<file path="config.mk">
export PLATFORM = sky130hd
export DESIGN_NAME = packbits_style_rle_encoder_flat
export DESIGN_NICKNAME = d
export VERILOG_FILES = /design/src/hw/rtl/prle_pkg.sv /design/src/hw/rtl/prle_if.sv /design/src/hw/rtl/prle_ctrl.sv /design/src/hw/rtl/prle_dpath.sv /design/src/hw/rtl/packbits_style_rle_encoder.sv /design/src/flat_wrapper.sv
export SDC_FILE = /design/constraint.sdc
export NUM_CORES = 1
export LEC_CHECK = 0
export BUFFER_PORTS_ARGS = -buffer_cell sky130_fd_sc_hd__buf_4
export CORE_UTILIZATION = 48
export CTS_BUF_LIST = sky130_fd_sc_hd__clkbuf_4 sky130_fd_sc_hd__clkbuf_8
export CTS_CLUSTER_DIAMETER = 50
export DETAILED_ROUTE_END_ITERATION = 10
export PLACE_DENSITY = 0.71
export SKIP_LAST_GASP = 1
export SLEW_MARGIN = 15
export SYNTH_ARGS = -nofsm -noshare
export SYNTH_HDL_FRONTEND = slang
export SYNTH_SLANG_ARGS = --single-unit
</file>
<file path="constraint.sdc">
create_clock -name i_clk -period 7.66 [get_ports i_clk]
set_input_delay 0 -clock i_clk [delete_from_list [all_inputs] [get_ports i_clk]]
set_output_delay 0 -clock i_clk [all_outputs]
set_load 0.05 [all_outputs]
</file>
<file path="src/hw/rtl/prle_pkg.sv">
package prle_pkg;

    localparam int unsigned MAX_LITERAL = 32;
    localparam int unsigned BYTE_W      = 8;
    // Fill level of the literal store runs from 0 to MAX_LITERAL inclusive.
    localparam int unsigned LIT_CNT_W   = $clog2(MAX_LITERAL + 1);
    localparam int unsigned LIT_AW      = (MAX_LITERAL > 1) ? $clog2(MAX_LITERAL) : 1;

    localparam logic [BYTE_W-1:0]    RUN_HDR_MAX   = 8'd127;
    localparam logic [BYTE_W-1:0]    HDR_ONE_LIT   = 8'hFF;
    localparam logic [BYTE_W-1:0]    HDR_ONE_COPY  = 8'h00;
    localparam logic [LIT_CNT_W-1:0] LIT_LAST_SLOT = LIT_CNT_W'(MAX_LITERAL - 1);

    typedef enum logic [3:0] {
        S_IDLE,
        S_EVAL,
        S_RUN_HDR,
        S_RUN_SYM,
        S_CLOSE,
        S_LONE_SYM,
        S_LIT,
        S_EOS,
        S_EOS_SYM
    } t_state;

    typedef enum logic [2:0] {
        SEL_RUN_HDR,
        SEL_EOS_HDR,
        SEL_LIT_HDR,
        SEL_ZERO,
        SEL_PEND,
        SEL_CUR,
        SEL_LIT0,
        SEL_LIT_RD
    } t_out_sel;

    typedef struct packed {
        logic     load;
        logic     first;
        logic     cnt_inc;
        logic     store;
        logic     store_cur;
        logic     run_done;
        logic     close_done;
        logic     lone_done;
        logic     clear;
        logic     advance;
        logic     emit;
        t_out_sel sel;
        logic     last;
        logic     lit_start;
        logic     lit_next;
    } t_cmd;

    typedef struct packed {
        logic have_pending;
        logic same;
        logic lit_none;
        logic cnt_neg;
        logic cnt_zero;
        logic cnt_top;
        logic lit_last_slot;
        logic lone_match;
        logic lit_final;
        logic eos;
        logic out_free;
    } t_status;

endpackage

</file>
<file path="src/hw/rtl/prle_if.sv">
interface prle_in_if;
    import prle_pkg::*;

    logic              valid;
    logic              ready;
    logic [BYTE_W-1:0] data_byte;
    logic              end_of_stream;

    modport source (output valid, output data_byte, output end_of_stream, input ready);
    modport sink   (input valid, input data_byte, input end_of_stream, output ready);
endinterface

interface prle_out_if;
    import prle_pkg::*;

    logic              valid;
    logic              ready;
    logic [BYTE_W-1:0] out_byte;
    logic              last;

    modport source (output valid, output out_byte, output last, input ready);
    modport sink   (input valid, input out_byte, input last, output ready);
endinterface

</file>
<file path="src/hw/rtl/prle_ctrl.sv">
module prle_ctrl (
    input  logic              i_clk,
    input  logic              i_rst_n,
    input  logic              i_in_valid,
    output logic              o_in_ready,
    input  prle_pkg::t_status i_status,
    output prle_pkg::t_cmd    o_cmd
);
    import prle_pkg::*;

    t_state r_state;
    t_state n_state;
    logic   r_phase_b;
    logic   n_phase_b;

    always_ff @(posedge i_clk) begin
        if (!i_rst_n) begin
            r_state   <= S_IDLE;
            r_phase_b <= 1'b0;
        end else begin
            r_state   <= n_state;
            r_phase_b <= n_phase_b;
        end
    end

    assign o_in_ready = (r_state == S_IDLE);

    always_comb begin
        n_state   = r_state;
        n_phase_b = r_phase_b;
        o_cmd     = '0;
        o_cmd.sel = SEL_ZERO;

        case (r_state)
            S_IDLE: begin
                if (i_in_valid) begin
                    o_cmd.load = 1'b1;
                    n_state    = S_EVAL;
                end
            end

            S_EVAL: begin
                if (!i_status.have_pending) begin
                    o_cmd.first   = 1'b1;
                    o_cmd.advance = 1'b1;
                    n_state       = i_status.eos ? S_EOS : S_IDLE;
                    n_phase_b     = i_status.eos;
                end else if (i_status.same) begin
                    if (i_status.lit_none && !i_status.cnt_neg) begin
                        if (!i_status.cnt_top) begin
                            o_cmd.cnt_inc = 1'b1;
                            o_cmd.advance = 1'b1;
                            n_state       = i_status.eos ? S_EOS : S_IDLE;
                            n_phase_b     = i_status.eos;
                        end else begin
                            n_state = S_RUN_HDR;
                        end
                    end else begin
                        n_state = S_CLOSE;
                    end
                end else if (i_status.lit_none && !i_status.cnt_neg && !i_status.cnt_zero) begin
                    n_state = S_RUN_HDR;
                end else begin
                    o_cmd.store = 1'b1;
                    if (i_status.lit_last_slot) begin
                        n_state = S_CLOSE;
                    end else begin
                        o_cmd.advance = 1'b1;
                        n_state       = i_status.eos ? S_EOS : S_IDLE;
                        n_phase_b     = i_status.eos;
                    end
                end
            end

            S_RUN_HDR: begin
                if (i_status.out_free) begin
                    o_cmd.emit = 1'b1;
                    o_cmd.sel  = SEL_RUN_HDR;
                    n_state    = S_RUN_SYM;
                end
            end

            S_RUN_SYM: begin
                if (i_status.out_free) begin
                    o_cmd.emit     = 1'b1;
                    o_cmd.sel      = SEL_PEND;
                    o_cmd.last     = !i_status.eos;
                    o_cmd.run_done = 1'b1;
                    o_cmd.advance  = 1'b1;
                    n_state        = i_status.eos ? S_EOS : S_IDLE;
                    n_phase_b      = i_status.eos;
                end
            end

            S_CLOSE: begin
                if (i_status.out_free) begin
                    o_cmd.emit = 1'b1;
                    if (i_status.lone_match) begin
                        o_cmd.sel = SEL_ZERO;
                        n_state   = S_LONE_SYM;
                    end else begin
                        o_cmd.sel       = SEL_LIT_HDR;
                        o_cmd.lit_start = 1'b1;
                        n_state         = S_LIT;
                    end
                end
            end

            S_LONE_SYM: begin
                if (i_status.out_free) begin
                    o_cmd.emit = 1'b1;
                    o_cmd.sel  = SEL_LIT0;
                    o_cmd.last = !r_phase_b && !i_status.eos;
                    if (r_phase_b) begin
                        // The final byte still follows as a one-literal block.
                        o_cmd.lone_done = 1'b1;
                        n_state         = S_EOS;
                    end else begin
                        o_cmd.close_done = 1'b1;
                        o_cmd.advance    = 1'b1;
                        n_state          = i_status.eos ? S_EOS : S_IDLE;
                        n_phase_b        = i_status.eos;
                    end
                end
            end

            S_LIT: begin
                if (i_status.out_free) begin
                    o_cmd.emit     = 1'b1;
                    o_cmd.sel      = SEL_LIT_RD;
                    o_cmd.lit_next = 1'b1;
                    o_cmd.last     = i_status.lit_final && (r_phase_b || !i_status.eos);
                    if (i_status.lit_final) begin
                        if (r_phase_b) begin
                            o_cmd.clear = 1'b1;
                            n_state     = S_IDLE;
                            n_phase_b   = 1'b0;
                        end else begin
                            o_cmd.close_done = 1'b1;
                            o_cmd.advance    = 1'b1;
                            n_state          = i_status.eos ? S_EOS : S_IDLE;
                            n_phase_b        = i_status.eos;
                        end
                    end
                end
            end

            S_EOS: begin
                if (i_status.lit_none) begin
                    if (i_status.out_free) begin
                        o_cmd.emit = 1'b1;
                        o_cmd.sel  = SEL_EOS_HDR;
                        n_state    = S_EOS_SYM;
                    end
                end else if (i_status.lone_match) begin
                    n_state = S_CLOSE;
                end else begin
                    // The final byte joins the buffered literals.
                    o_cmd.store     = 1'b1;
                    o_cmd.store_cur = 1'b1;
                    n_state         = S_CLOSE;
                end
            end

            S_EOS_SYM: begin
                if (i_status.out_free) begin
                    o_cmd.emit  = 1'b1;
                    o_cmd.sel   = SEL_CUR;
                    o_cmd.last  = 1'b1;
                    o_cmd.clear = 1'b1;
                    n_state     = S_IDLE;
                    n_phase_b   = 1'b0;
                end
            end

            default: begin
                n_state   = S_IDLE;
                n_phase_b = 1'b0;
            end
        endcase
    end

endmodule

</file>
<file path="src/hw/rtl/prle_dpath.sv">
module prle_dpath (
    input  logic                        i_clk,
    input  logic                        i_rst_n,
    input  logic [prle_pkg::BYTE_W-1:0] i_data_byte,
    input  logic                        i_end_of_stream,
    input  logic                        i_out_ready,
    input  prle_pkg::t_cmd              i_cmd,
    output prle_pkg::t_status           o_status,
    output logic                        o_out_valid,
    output logic [prle_pkg::BYTE_W-1:0] o_out_byte,
    output logic                        o_out_last
);
    import prle_pkg::*;

    logic [BYTE_W-1:0] r_lit_mem [MAX_LITERAL];

    logic                 r_have_pending, n_have_pending;
    logic [BYTE_W-1:0]    r_pend, n_pend;
    logic [BYTE_W-1:0]    r_cnt, n_cnt;
    logic [LIT_CNT_W-1:0] r_lc, n_lc;
    logic                 r_rje, n_rje;
    logic [BYTE_W-1:0]    r_ers, n_ers;
    logic [LIT_CNT_W-1:0] r_idx, n_idx;
    logic                 r_out_valid;

    logic [BYTE_W-1:0]    r_cur;
    logic                 r_eos;
    logic [BYTE_W-1:0]    r_lit0, n_lit0;
    logic [BYTE_W-1:0]    r_rd_data;
    logic [BYTE_W-1:0]    r_out_byte;
    logic                 r_out_last;

    logic [BYTE_W-1:0]    w_store_val;
    logic [LIT_CNT_W-1:0] w_lc_inc;
    logic                 w_same;
    logic                 w_lit_final;
    logic                 w_rd_en;
    logic [LIT_AW-1:0]    w_rd_addr;
    logic [BYTE_W-1:0]    w_out_mux;

    assign w_store_val = i_cmd.store_cur ? r_cur : r_pend;
    assign w_lc_inc    = r_lc + 1'b1;
    assign w_same      = (r_cur == r_pend);
    assign w_lit_final = (r_idx == r_lc);

    always_comb begin
        n_have_pending = r_have_pending;
        n_pend         = r_pend;
        n_cnt          = r_cnt;
        n_lc           = r_lc;
        n_rje          = r_rje;
        n_ers          = r_ers;
        n_idx          = r_idx;
        n_lit0         = r_lit0;

        if (i_cmd.first) begin
            n_have_pending = 1'b1;
            n_cnt          = '0;
            n_lc           = '0;
        end
        if (i_cmd.cnt_inc) begin
            n_cnt = r_cnt + 1'b1;
        end
        if (i_cmd.store) begin
            n_lc  = w_lc_inc;
            // The count register holds the literal total as a negative number.
            n_cnt = 8'h00 - BYTE_W'(w_lc_inc);
            if (r_lc == '0) begin
                n_lit0 = w_store_val;
            end
        end
        if (i_cmd.run_done) begin
            n_cnt = '0;
            n_rje = 1'b1;
            n_ers = r_pend;
        end
        if (i_cmd.close_done) begin
            n_lc  = '0;
            n_cnt = w_same ? 8'd1 : 8'd0;
            n_rje = 1'b0;
        end
        if (i_cmd.lone_done) begin
            n_lc  = '0;
            n_cnt = '0;
        end
        if (i_cmd.advance) begin
            n_pend = r_cur;
        end
        if (i_cmd.lit_start) begin
            n_idx = LIT_CNT_W'(1);
        end else if (i_cmd.lit_next) begin
            n_idx = r_idx + 1'b1;
        end
        if (i_cmd.clear) begin
            n_have_pending = 1'b0;
            n_pend         = '0;
            n_cnt          = '0;
            n_lc           = '0;
            n_rje          = 1'b0;
            n_ers          = '0;
        end
    end

    always_ff @(posedge i_clk) begin
        if (!i_rst_n) begin
            r_have_pending <= 1'b0;
            r_pend         <= '0;
            r_cnt          <= '0;
            r_lc           <= '0;
            r_rje          <= 1'b0;
            r_ers          <= '0;
            r_idx          <= '0;
            r_out_valid    <= 1'b0;
        end else begin
            r_have_pending <= n_have_pending;
            r_pend         <= n_pend;
            r_cnt          <= n_cnt;
            r_lc           <= n_lc;
            r_rje          <= n_rje;
            r_ers          <= n_ers;
            r_idx          <= n_idx;
            if (i_cmd.emit) begin
                r_out_valid <= 1'b1;
            end else if (i_out_ready) begin
                r_out_valid <= 1'b0;
            end
        end
    end

    always_ff @(posedge i_clk) begin
        r_lit0 <= n_lit0;
        if (i_cmd.load) begin
            r_cur <= i_data_byte;
            r_eos <= i_end_of_stream;
        end
        if (i_cmd.emit) begin
            r_out_byte <= w_out_mux;
            r_out_last <= i_cmd.last;
        end
    end

    // Literals are read one beat ahead; the read only moves when a beat is sent.
    assign w_rd_en   = i_cmd.lit_start || (i_cmd.lit_next && !w_lit_final);
    assign w_rd_addr = i_cmd.lit_start ? '0 : r_idx[LIT_AW-1:0];

    always_ff @(posedge i_clk) begin
        if (i_cmd.store) begin
            r_lit_mem[r_lc[LIT_AW-1:0]] <= w_store_val;
        end
        if (w_rd_en) begin
            r_rd_data <= r_lit_mem[w_rd_addr];
        end
    end

    always_comb begin
        case (i_cmd.sel)
            SEL_RUN_HDR: w_out_mux = r_cnt;
            SEL_EOS_HDR: w_out_mux = (r_cnt != '0) ? r_cnt : HDR_ONE_LIT;
            SEL_LIT_HDR: w_out_mux = 8'h00 - BYTE_W'(r_lc);
            SEL_ZERO:    w_out_mux = HDR_ONE_COPY;
            SEL_PEND:    w_out_mux = r_pend;
            SEL_CUR:     w_out_mux = r_cur;
            SEL_LIT0:    w_out_mux = r_lit0;
            SEL_LIT_RD:  w_out_mux = r_rd_data;
            default:     w_out_mux = HDR_ONE_COPY;
        endcase
    end

    assign o_status.have_pending  = r_have_pending;
    assign o_status.same          = w_same;
    assign o_status.lit_none      = (r_lc == '0);
    assign o_status.cnt_neg       = r_cnt[BYTE_W-1];
    assign o_status.cnt_zero      = (r_cnt == '0);
    assign o_status.cnt_top       = (r_cnt == RUN_HDR_MAX);
    assign o_status.lit_last_slot = (r_lc == LIT_LAST_SLOT);
    assign o_status.lone_match    = (r_lc == LIT_CNT_W'(1)) && r_rje && (r_ers == r_lit0);
    assign o_status.lit_final     = w_lit_final;
    assign o_status.eos           = r_eos;
    assign o_status.out_free      = !r_out_valid || i_out_ready;

    assign o_out_valid = r_out_valid;
    assign o_out_byte  = r_out_byte;
    assign o_out_last  = r_out_last;

endmodule

</file>
<file path="src/hw/rtl/packbits_style_rle_encoder.sv">
// Channel   Direction  Payload                           Beat taken when
// i_in      sink       data_byte[7:0], end_of_stream     i_in.valid && i_in.ready
// o_out     source     out_byte[7:0], last               o_out.valid && o_out.ready
//
// One byte is worked on at a time: i_in.ready is high only while the sequencer is idle.
// A byte that causes no output passes through a load and an evaluate step, and each encoded
// byte adds an emit step while o_out is ready; a final byte that meets buffered literals adds
// a store step, so the longest item is a full literal flush that ends the stream.
// A stall on o_out holds the sequencer in its current emit step; nothing is dropped.
// Synchronous active-low reset returns the encoder to the start of a stream.
module packbits_style_rle_encoder (
    input  logic        i_clk,
    input  logic        i_rst_n,
    prle_in_if.sink     i_in,
    prle_out_if.source  o_out
);
    import prle_pkg::*;

    t_cmd              w_cmd;
    t_status           w_status;
    logic              w_in_ready;
    logic              w_out_valid;
    logic [BYTE_W-1:0] w_out_byte;
    logic              w_out_last;

    prle_ctrl u_ctrl (
        .i_clk      (i_clk),
        .i_rst_n    (i_rst_n),
        .i_in_valid (i_in.valid),
        .o_in_ready (w_in_ready),
        .i_status   (w_status),
        .o_cmd      (w_cmd)
    );

    prle_dpath u_dpath (
        .i_clk           (i_clk),
        .i_rst_n         (i_rst_n),
        .i_data_byte     (i_in.data_byte),
        .i_end_of_stream (i_in.end_of_stream),
        .i_out_ready     (o_out.ready),
        .i_cmd           (w_cmd),
        .o_status        (w_status),
        .o_out_valid     (w_out_valid),
        .o_out_byte      (w_out_byte),
        .o_out_last      (w_out_last)
    );

    assign i_in.ready     = w_in_ready;
    assign o_out.valid    = w_out_valid;
    assign o_out.out_byte = w_out_byte;
    assign o_out.last     = w_out_last;

endmodule
</file>
<file path="src/flat_wrapper.sv">
// flat-port wrapper written by rule: the top's interface ports become plain ports
module packbits_style_rle_encoder_flat import prle_pkg::*;
  (i_clk, i_rst_n, i_in_valid, i_in_data_byte, i_in_end_of_stream, i_in_ready, o_out_valid, o_out_out_byte, o_out_last, o_out_ready);
  prle_in_if i_in_i ();
  prle_out_if o_out_i ();
  input  logic i_clk;
  input  logic i_rst_n;
  input wire logic [$bits(i_in_i.valid)-1:0] i_in_valid;
  input wire logic [$bits(i_in_i.data_byte)-1:0] i_in_data_byte;
  input wire logic [$bits(i_in_i.end_of_stream)-1:0] i_in_end_of_stream;
  output wire logic [$bits(i_in_i.ready)-1:0] i_in_ready;
  output wire logic [$bits(o_out_i.valid)-1:0] o_out_valid;
  output wire logic [$bits(o_out_i.out_byte)-1:0] o_out_out_byte;
  output wire logic [$bits(o_out_i.last)-1:0] o_out_last;
  input wire logic [$bits(o_out_i.ready)-1:0] o_out_ready;
  assign i_in_i.valid = i_in_valid;
  assign i_in_i.data_byte = i_in_data_byte;
  assign i_in_i.end_of_stream = i_in_end_of_stream;
  assign i_in_ready = i_in_i.ready;
  assign o_out_valid = o_out_i.valid;
  assign o_out_out_byte = o_out_i.out_byte;
  assign o_out_last = o_out_i.last;
  assign o_out_i.ready = o_out_ready;
  packbits_style_rle_encoder u_core (.i_clk(i_clk), .i_rst_n(i_rst_n), .i_in(i_in_i), .o_out(o_out_i));
endmodule
</file>
; ---- Word level (Yosys, flattened, before mapping)
; Memory sizes are Yosys's and may differ from the RTL's. A register that Yosys moved wholly into a read port is not among the register bits.
; Index checks and enable logic that the tools add are counted.
[classes]
n_addsub = 5
n_eq_ne = 34
muxes = 98
n_bitwise = 2
n_reduce_logical = 34
[ops]
columns = op, count
row1 = two-way mux 4 bit, 18
row2 = one-hot mux 8 bit (8 select lines), 1
row3 = two-way mux 8 bit, 7
row4 = two-way mux 1 bit, 45
row5 = one-hot mux 4 bit (9 select lines), 1
row6 = one-hot mux 4 bit (7 select lines), 1
row7 = two-way mux 6 bit, 4
row8 = "== test 4 x 3 -> 1 bit, second input constant", 4
row9 = == test 8 bit, 2
row10 = "!= test 2 bit, second input constant", 8
row11 = "!= test 4 bit, second input constant", 4
row12 = two-way mux 3 bit, 5
row13 = two-way mux 2 bit, 7
row14 = "subtractor 1 x 6 -> 7 bit, first input constant", 2
row15 = "adder 6 x 1 -> 6 bit, second input constant", 2
row16 = "== test 3 bit, second input constant", 4
row17 = two-way mux 5 bit, 2
row18 = AND reduction 10 bit, 1
row19 = AND reduction 9 bit, 1
row20 = "adder 8 x 1 -> 8 bit, second input constant", 1
row21 = "== test 4 x 2 -> 1 bit, second input constant", 2
row22 = "== test 8 x 7 -> 1 bit, second input constant", 1
row23 = zero test 8 bit, 1
row24 = one-hot mux 1 bit (4 select lines), 2
row25 = other kinds (25), 47
[word_totals]
regBits = 70
ramBits = 256
inputBits = 13
out_inout_bits = 11
wordCells = 190
mem_count = 1
[memory_table]
columns = memory, depth, word_bits, rd, rd_ports_with_merged_regs, write_ports, line
row1 = u_core.u_dpath.r_lit_mem, 32, 8, 1, 1, 1, prle_dpath.sv:15  ; logic [BYTE_W-1:0] r_lit_mem [MAX_LITERAL];

; ---- Depth between registers and ports, before layout
[logic_depth]
depth_word = 12
mapped_depth = 12
ltp_nobuf = 9

; ---- Hierarchy
; A second synthesis with hierarchy kept.
[unflattened]
hier_cells = 1099
area_unflattened_um2 = 15154.5
[modules_own_cells]
columns = mod, n_inst, cells_per_inst, area_per_inst_um2, seq_area_each_um2
row1 = prle_dpath, 1, 964, 14199.9, 9489.1
row2 = prle_ctrl, 1, 135, 954.7, 100.1

; ---- Worst setup path before layout
; Ideal clock, no wire load.
[synth_path]
kind = reg2reg
start = register u_core.u_dpath.r_lc[0]
end = memory u_core.u_dpath.r_lit_mem[31][0] (enable)
setup_ps = 370
t_arrival_ps = 2934
required_ps = 7290
setup_slack_ps = 4355
path_stages_with_launch = 11
n_path_buf = 2
synth_period_minus_slack_ps = 3305
cell_sequence = dfxtp_1 clkbuf_1 inv_1 ha_1 or4b_1 nor2_2 or3_1 o22ai_4 clkbuf_1 nand2_1 nor2_1
[synth_via]
elab_chain_len = 9
elab_cells_between_ends = 14
classes_between = eq/ne: 1 / mux: 8 / reduce/logical: 5
[synth_lines]
columns = element, line
row1 = start: declaration, prle_dpath.sv:20  ; logic [LIT_CNT_W-1:0] r_lc, n_lc;
row2 = start signal: assignment, prle_dpath.sv:118  ; r_lc <= n_lc;
row3 = zero test 6 bit, prle_dpath.sv:171  ; assign o_status.lit_none = (r_lc == '0);
row4 = logical AND 1 bit (2 in a row), prle_ctrl.sv:61  ; end else if (i_status.lit_none && !i_status.cnt_neg && !i_status.cnt_zero) begin
row5 = two-way mux 1 bit, prle_ctrl.sv:61
row6 = two-way mux 1 bit, prle_ctrl.sv:48  ; end else if (i_status.same) begin
row7 = two-way mux 2 bit, prle_ctrl.sv:43  ; if (!i_status.have_pending) begin
row8 = one-hot mux 1 bit (2 select lines), prle_ctrl.sv:34  ; case (r_state)
row9 = two-way mux 1 bit, prle_dpath.sv:147  ; if (i_cmd.store) begin
row10 = two-way mux 1 bit (implied by the code), prle_dpath.sv:148  ; r_lit_mem[r_lc[LIT_AW-1:0]] <= w_store_val;
row11 = end: declaration, prle_dpath.sv:15
; Several ways; a longest one is shown, not always the timed one.

; ---- Final worst setup path
[layout_path]
start = register u_core.u_dpath.r_lc[0]
end = memory u_core.u_dpath.r_lit_mem[19][2] (enable)
; Same word-level chain as after synthesis.

==> impl_metrics.py <==
metrics = {
    "placement": {
        "io_buffers": 23,
        "dp_hpwl_mm": 24.4,
        "gp_congestion": 0.972,
        "placedCellCount": 1488,
        "placed_area_mm2": 0.0152,
        "pre_cts_ws_ns": 3.59,
    },
    "timing": {
        "setup_violations": 0,
        "finClkSkew_ns": 0.0529,
        "final.period_utilization_pct": 53.9,
        "min_period_ns": 4.13,
        "fin_setup_tns_ns": 0,
        "rsz0062_at_grt": "no",
        "max_slew_margin_pct": 31.7,
        "hold_viol": 0,
        "fin_ws_ns": 3.53,
        "hold-worst-slack_ns": 0.0362,
        "drv_slew": 0,
        "max_freq_mhz": 242,
        "worstMarginPinSlew_ns": 1.02,
    },
    "grt": {
        "track_usage_pct": 24.5,
        "grt_pass1_wl_mm": 57.1,
        "first_global_vias": 9692,
        "antenna_found_initial": 0,
        "grt_remaining_overflow": 0,
        "grt_max_degree": 48,
    },
    "floorplanning": {
        "die_area_mm2": 0.0314,
        "die_h_um": 177,
        "rows": 63,
        "fp.dieW_um": 177,
        "coreArea_mm2": 0.0300,
        "io_pins": 24,
        "initial_core_util_pct": 49.2,
    },
    "clock_tree": {
        "cts_num_sinks": 334,
        "numCtsBuffers": 54,
        "clockRootBuffer": "clkbuf_8",
        "cts_max_level": 2,
        "insertion_delay_ns": 0.61,
        "ctsHoldBuffers": 11,
        "cts_tree": "built",
        "clk_path_buf_depth": 3,
        "clk_pin_slew_ns": 0.06,
        "post_cts_resize_count": 0,
        "postCtsSetupRepairBufs": 0,
    },
    "worst_setup_path": {
        "cp_max_fo": 27,
        "r2r_cells": 8,
        "crit_family": "simple AND/OR/NAND/NOR gates",
        "critPathSlowestCell": "nor2_1",
        "critical_path_buf_inv_count": 1,
        "critPathKind": "flip-flop to flip-flop",
        "slowest_delay_ns": 0.72,
        "cp-start-kind": "flip-flop",
        "arrival_ns": 4.31,
        "worstPathRequired_ns": 7.85,
        "path_depth": 8,
        "cp_cell_sequence": "inv_1 > ha_1 > or4b_1 > nor2_2 > or3_1 > o22ai_4 > nand2_1 > nor2_1",
        "end_kind": "flip-flop",
    },
    "synth": {
        "synth_top_cell_area_share_pct": 59.0,
        "synth_most_common_cell": "edfxtp_1",
        "netlist_instances": 1129,
        "synthArstFlopShare_pct": 0,
        "ys_warn_count": 0,
        "ys.flop_type": "edfxtp_1",
        "syn_area_mm2": 0.0147,
        "synth_common_cells": "edfxtp_1 (290), nor2_1 (114), nand2_1 (86), a21oi_1 (66), dfxtp_1 (44)",
        "synth_largest_area_cell": "edfxtp_1",
        "syn_nets": 1149,
        "syn_avg_cell_area_um2": 13.1,
        "ys_seq_elements": 334,
        "synth-edff-count": 290,
        "ys_seq_area_share_pct": 65.0,
        "synth_area_leaders": "edfxtp_1 (59%), dfxtp_1 (6.0%), nor2_1 (2.9%)",
        "synth.distinct_cells": 80,
    },
    "cells_and_area": {
        "nets": 1185,
        "final_util_pct": 54.8,
        "stdcell_count": 1595,
        "antenna_cells": 0,
        "area_delta_synth_final_pct": 11.3,
        "design_area_mm2": 0.0164,
        "drive_gt1_share_pct": 15.5,
    },
    "power_and_ir_drop": {
        "fin_total_pwr_mw": 5.08,
        "pwr_density_cell_mw_per_mm2": 310,
        "ir_drop_mv": 0.160,
        "p_leak_nw": 5.39,
    },
    "routing": {
        "vias": 9797,
        "dr.pass1.iters": 5,
        "via_per_inst": 6.14,
        "wirelength_mm": 37.8,
        "wl_per_cell_um": 23.7,
        "drc": 0,
        "drt-initial-drc-count": 1255,
        "ant_nets": 0,
    },
    "run": {
        "max_cap_viol_count": 0,
    },
    "run_status": {
        "status": "complete, no violations",
    },
    "worst_hold_path": {
        "whs_path_depth": 2,
        "min_path_type": "input port to flip-flop",
    },
}
[worst paths after layout]
path,from,end,slack (ns)
setup reg to reg,u_core.u_dpath.r_lc[0]$_SDFFE_PP0P_,u_core.u_dpath.r_lit_mem[19][2]$_DFFE_PP_,3.53
hold reg to reg,u_core.u_dpath.r_ers[0]$_SDFFE_PP0P_,u_core.u_dpath.r_ers[0]$_SDFFE_PP0P_,0.48
hold / removal,i_in_valid,u_core.u_dpath.r_eos$_DFFE_PP_,0.04
setup / recovery,u_core.u_dpath.r_lc[0]$_SDFFE_PP0P_,u_core.u_dpath.r_lit_mem[19][2]$_DFFE_PP_,3.53
[cells by family (layout without fill, tap and decap cells)]
family / Yosys count / count (layout) / synth area share, %
simple gates: 339 / 339 / 11.1
fa+ha+maj: 7 / 7 / 0.594
flops: 334 / 334 / 65.0
xor+xnor: 39 / 39 / 2.32
buf+inv: 88 / 164 / 2.55
compound gates: 241 / 241 / 11.7
mux: 81 / 81 / 6.76
[state kept, by name (all words and copies together), names as in the netlist, 4 cells and up]
| register | count |
|---|---|
| u_core.u_dpath.r_lit0 | 8 |
| u_core.u_dpath.r_rd_data | 8 |
| u_core.u_dpath.o_out_byte | 8 |
| u_core.u_dpath.r_ers | 8 |
| u_core.u_dpath.r_pend | 8 |
| u_core.u_dpath.r_idx | 6 |
| u_core.u_ctrl.r_state | 4 |
| u_core.u_dpath.r_cnt | 8 |
| u_core.u_dpath.r_lc | 6 |
| u_core.u_dpath.r_cur | 8 |
| u_core.u_dpath.r_lit_mem | 256 |
[per-layer routing]
metal	up-vias	share of wire, %	wire length [µm]	GRT usage, %
met5	-	0	0	0
met4	0	4.3	1630	11.9
met3	122	8.5	3220	5.16
met2	507	48	18000	39.8
met1	4747	40	14900	31.2
li1	4421	-	-	-
[layout make-up]
class	count	area, µm²
fillers	2461	13500
multi-input cells	707	4790
inverters	24	90.1
flip-flops and latches	334	9590
clock inverters	19	158
well taps	390	488
clock buffers	77	935
repair buffers	44	358
[where the power goes]
part	switching, mW	total (mW)	internal, mW
clock network	0.698	1.55	0.856
logic	0.818	1.16	0.343
registers	0.126	2.37	2.24
total	1.64	5.08	3.44
[cell usage in the layout, fill, tap and decap left out, drive strengths merged, types with 12 or more instances in the layout]
cell,instances
dfxtp,44
clkbuf,77
nand2,86
mux2,29
mux2i,40
nor4,16
o21ai,27
o22ai,17
edfxtp,290
nor3,24
xor2,28
inv,26
clkinv,15
mux4,12
nor2,116
nand3,26
nand2b,13
buf,33
o221ai,21
a21oi,67
Power figures use the tool's default switching activity.
